<file path="src/hdl/ftpm_pkg.sv">
// Shared types and constants for the folded text pattern matcher.
`default_nettype none

package ftpm_pkg;

    // Default pattern capacity in bytes.
    localparam int PATTERN_MAX_DEFAULT = 256;

    // Command codes carried on the command channel.
    typedef enum logic [1:0] {
        OP_CLEAR  = 2'd0,
        OP_APPEND = 2'd1,
        OP_BEGIN  = 2'd2,
        OP_TEXT   = 2'd3
    } opcode_t;

    // One command transfer.
    typedef struct packed {
        opcode_t     opcode;
        logic [7:0]  data_byte;
        logic [15:0] message_id;
        logic [15:0] source_start;
        logic [15:0] source_end;
    } cmd_t;

    // One match report transfer.
    typedef struct packed {
        logic [15:0] match_message;
        logic [15:0] match_start;
        logic [15:0] match_end;
    } hit_t;

endpackage : ftpm_pkg

`default_nettype wire

</file>
<file path="src/hdl/ftpm_table.sv">
// Pattern and failure table memory of the matcher, one synchronous read port.
`default_nettype none

module ftpm_table #(
    parameter int PATTERN_MAX = ftpm_pkg::PATTERN_MAX_DEFAULT,
    localparam int IDX_W = (PATTERN_MAX > 1) ? $clog2(PATTERN_MAX) : 1
) (
    input  wire logic                   clk,
    input  wire logic                   wr_pat_en,
    input  wire logic                   wr_fail_en,
    input  wire logic [IDX_W-1:0]       wr_addr,
    input  wire logic [7:0]             wr_pat,
    input  wire logic [IDX_W-1:0]       wr_fail,
    input  wire logic [IDX_W-1:0]       rd_addr,
    output logic      [7:0]             rd_pat,
    output logic      [IDX_W-1:0]       rd_fail
);

    // Entry i holds pattern byte i and the failure value of position i-1,
    // so a single read gives both values that one step of the walk needs.
    typedef struct packed {
        logic [7:0]       pat;
        logic [IDX_W-1:0] fail;
    } entry_t;

    entry_t mem [PATTERN_MAX];
    entry_t rd_q_reg;

    // Field-wise write; the two fields are never written in the same cycle.
    always_ff @(posedge clk)
    begin
        if (wr_pat_en)
        begin
            mem[wr_addr].pat <= wr_pat;
        end
        if (wr_fail_en)
        begin
            mem[wr_addr].fail <= wr_fail;
        end
    end

    // Registered read.
    always_ff @(posedge clk)
    begin
        rd_q_reg <= mem[rd_addr];
    end

    assign rd_pat  = rd_q_reg.pat;
    assign rd_fail = rd_q_reg.fail;

endmodule : ftpm_table

`default_nettype wire

</file>
<file path="config.mk">
export PLATFORM = sky130hd
export DESIGN_NAME = ftpm_table
export DESIGN_NICKNAME = d
export VERILOG_FILES = /design/src/hdl/ftpm_pkg.sv /design/src/hdl/ftpm_table.sv
export SDC_FILE = /design/constraint.sdc
export NUM_CORES = 2
export LEC_CHECK = 0
export BUFFER_PORTS_ARGS = -buffer_cell sky130_fd_sc_hd__buf_2
export CORE_UTILIZATION = 60
export CTS_CLUSTER_DIAMETER = 60
export CTS_CLUSTER_SIZE = 14
export DETAILED_ROUTE_END_ITERATION = 12
export GPL_TIMING_DRIVEN = 0
export MAX_ROUTING_LAYER = met4
export PLACE_DENSITY_LB_ADDON = 0.1
export SYNTH_ARGS = -nofsm -noshare
export SYNTH_HDL_FRONTEND = slang
export SYNTH_SLANG_ARGS = --single-unit
</file>
<file path="constraint.sdc">
create_clock -name clk -period 4 [get_ports clk]
set_clock_uncertainty 0.15 [all_clocks]
set_input_delay 0.6 -clock clk [delete_from_list [all_inputs] [get_ports clk]]
set_output_delay 0.6 -clock clk [all_outputs]
set_load 0.01 [all_outputs]
</file>
==> out/qor.csv <==
stage;metric;value;unit
run_status;status;finished, violations left;
run_status;failing checks;design-rule violations, max-capacitance violations, max-slew violations, negative setup slack;
synth;adder-cell area share of the yosys netlist;0;%
sta;Fin Hold WS;0.0110;ns
cells_and_area;fillers;17100;
synth;Post-Syn Area;160000;sq um
cells_and_area;commonest non-fill, non-tap cell in the layout;edfxtp_1;
synth;simple-gate share of the synthesized area;2.18;%
sta;RSZ-0062 raised after global routing;true;
synth;xor-xnor portion of the synthesized cell area;0;%
grt;GRT overflow;0;
floorplan;Die X;518;um
setup_path;delay-heaviest family, CP;simple AND/OR/NAND/NOR gates;
setup_path;Max FO, Critical Path;10;
power;PwrDens;476;nW/um^2
run;max cap viols;8;
setup_path;Max stage delay on crit path;0.77;ns
synth;ys async rst share;0;%
hold_path;HP Start;wr_pat[2];
route;iteration count of the initial detailed-routing pass;11;
cts;worst skew pair latency;0.96;ns
synth;Distinct cells, synth;48;
setup_path;worst path cell trace;buf_4, or2_2, clkbuf_2, buf_2, clkbuf_1, o221ai_1, a21oi_1, nor4_1, nand3_1, nor4_2;
route;drt total wl;541;mm
synth;post-synthesis compound-gate area fraction;3.52;%
setup_path;worst r2r src;mem[141][5];
sta;Final Setup Violations;205;
cells_and_area;Finished Layout Cells;11800;
setup_path;CP bufs+invs;4;
cts;number of buffers created by CTS;337;
cts;Clock Sinks;4112;
power;Leak;55.2;nW
synth;Synth Instances;7688;
synth;largest family of logic cells by synthesized area;multiplexers;
synth;mux cell area share after synthesis;15.4;%
grt;initial antenna violation count;49;
floorplan;die height;518;um
sta;crit path time final;4.29;ns
floorplan;FP Rows;189;
placed_design;port buffer count;37;
route;drt wl/cell;45.8;um
setup_path;Setup crit start;rd_addr[1];
sta;Tcrit/Tclk final;107;%
route;DR iter-0 viols;15500;
grt;vias in the first global route;81600;
sta;pins over their slew limit;43;
sta;crit path setup slack, layout;-0.294;ns
grt;Overall Global Routing Usage;41.6;%
synth;Syn Nets;7723;
setup_path;Critical Path AT;4.91;ns
sta;Peak Freq;233;MHz
synth;Post-synth EDFFs;4096;
cts;CTS root buf;clkbuf_16;
synth;top_reg_cell synth;edfxtp_1;
floorplan;core footprint;265000;sq um
cells_and_area;layout cell share with drive strength beyond 1;20.8;%
setup_path;slowest CP cell;nor4_2;
sta;slew at the pin with the worst max-slew slack;1.60;ns
floorplan;Die Area;269000;sq um
route;via total after detailed routing;86400;
route;Vias/cell;7.32;
floorplan;# IOs;51;
sta;Final Hold Vio Count;0;
synth;Avg Cell Area, Syn;20.8;sq um
synth;synthesis-stage register bit count;4112;
cells_and_area;number of nets in the layout;8182;
synth;Synth Warn #;0;
cts;CTS H-tree lvls;5;
synth;register area share after synthesis;77.1;%
placed_design;post-DP HPWL;376;mm
hold_path;HP Class;in -> reg;
cts;CTS tree;yes;
route;DRC;16;
cells_and_area;Area growth syn-to-layout;10.3;%
placed_design;placed insts;11300;
route;Routed Antenna Nets;0;
setup_path;WS Path Type;in -> reg;
cells_and_area;most frequent cells in the layout;4,096 x edfxtp_1, 784 x mux4_2, 622 x mux2i_1;
grt;global-route wire length before repair;714;mm
setup_path;Worst Setup End Kind;register;
sta;relative slew slack;-6.67;%
cts;Worst-path clk slew;0.06;ns
setup_path;Setup crit start kind;primary input;
grt;largest net degree at the start of global routing;141;
placed_design;Final Wtd Congestion;1.07;
setup_path;data required time of the critical path;4.62;ns
cts;Max clock buf depth;4;
floorplan;Initial Util;60.3;%
power;Max VDD drop;0.452;mV
==> final timing paths <==
kind                  end  slack (ns)  cells after the start
max            rd_fail[5]       -0.29                     10
min          mem[183][10]        0.01                      1
max reg2reg    rd_fail[5]        0.51                      6
min reg2reg    rd_fail[3]        1.06                      6
==> stage by stage <==
stage	instance area, sq um	total power [mW]	setup TNS (ns)	utilization (%)	worst slack (ns)
final	176000	83.9	-11.00	66.5	-0.294
after global placement	165000	53.9	-	62.1	-2.97
after detailed placement	166000	54.0	-1436.87	62.8	-2.60
after CTS	176000	83.6	0	66.5	0.00226
after global routing	176000	85.1	-0.00518	66.5	-0.00369
after floorplan	160000	50.9	0	-	1.17
==> logic make-up (layout without fill, tap and decap cells) <==
logic type             after synthesis  in the layout
DFF                               4112           4112
other                                0             52
AOI/OAI and AO/OA                  790            790
and+or+nand+nor                    816            816
muxes                             1470           1470
buffers and inverters              500           1031
==> metal layers <==
| metal | track usage [%] | routed length (um) |
|---|---|---|
| met1 | 54.3 | 191000 |
| met2 | 59.3 | 242000 |
| met3 | 11.2 | 69300 |
| met4 | 24.9 | 38700 |
| met5 | - | 0 |
==> sequential cells by signal (all words and copies together) (netlist names) <==
signal / cells
rd_pat: 8
mem: 4096
rd_fail: 8
==> timing repair <==
| action | in CTS | in global routing |
|---|---|---|
| gates cloned | 0 | 0 |
| hold buffers | 10 | 0 |
| buffers inserted | 2 | 0 |
| endpoints found under the hold margin | 325 | 0 |
| pin swaps | 2 | 0 |
| endpoints found under the setup margin | 96 | 90 |
| gates resized for setup | 96 | 28 |
==> Yosys cell counts, drive strengths merged (2+ instances only) <==
| library cell | number | area, sq um |
|---|---|---|
| edfxtp | 4096 | 123000 |
| mux4 | 784 | 17700 |
| mux2i | 622 | 6230 |
| nor2 | 529 | 1990 |
| clkbuf | 290 | 1090 |
| o221ai | 264 | 2310 |
| buf | 205 | 1800 |
| a21oi | 190 | 951 |
| o22ai | 172 | 1080 |
| nor3 | 104 | 521 |
| mux2 | 64 | 721 |
| nand2 | 59 | 221 |
| nand3 | 47 | 235 |
| a22o | 32 | 280 |
| a22oi | 30 | 225 |
| nand4 | 28 | 175 |
| o21ai | 24 | 120 |
| nor4 | 20 | 150 |
| a221oi | 16 | 140 |
| dfxtp | 16 | 320 |
| o31ai | 16 | 120 |
| o32ai | 16 | 170 |
| a211oi | 8 | 60.1 |
| a32oi | 8 | 70.1 |
| nor2b | 8 | 50.1 |
| o211ai | 8 | 60.1 |
| a311oi | 4 | 35.0 |
| and2 | 4 | 25.0 |
| and3 | 4 | 25.0 |
| inv | 4 | 15.0 |
| nand2b | 3 | 18.8 |
| nor4bb | 3 | 30.0 |
| a31oi | 2 | 12.5 |
| and4b | 2 | 20.0 |
| or3 | 2 | 12.5 |
==> cell type report <==
| cell class | instances | area [sq um] | share of cell area (%) |
|---|---|---|---|
| tap | 3533 | 4420 | 2.51 |
| multi-input combinational | 3076 | 34100 | 19.3 |
| antenna | 52 | 130 | 0.0738 |
| inverter | 5 | 20.0 | 0.0114 |
| clock inverter | 34 | 423 | 0.240 |
| sequential | 4112 | 123000 | 69.9 |
| buffer | 495 | 3060 | 1.73 |
| timing repair buffer | 120 | 2130 | 1.21 |
| clock buffer | 377 | 8790 | 4.99 |
==> power breakdown <==
group          internal (mW)  switching, mW  leakage (nW)
clock network           15.8           14.9          4.52
registers               47.5         0.0287          36.9
logic                   1.67           4.12          13.7
No activity file was read; power rests on OpenSTA's default activity.
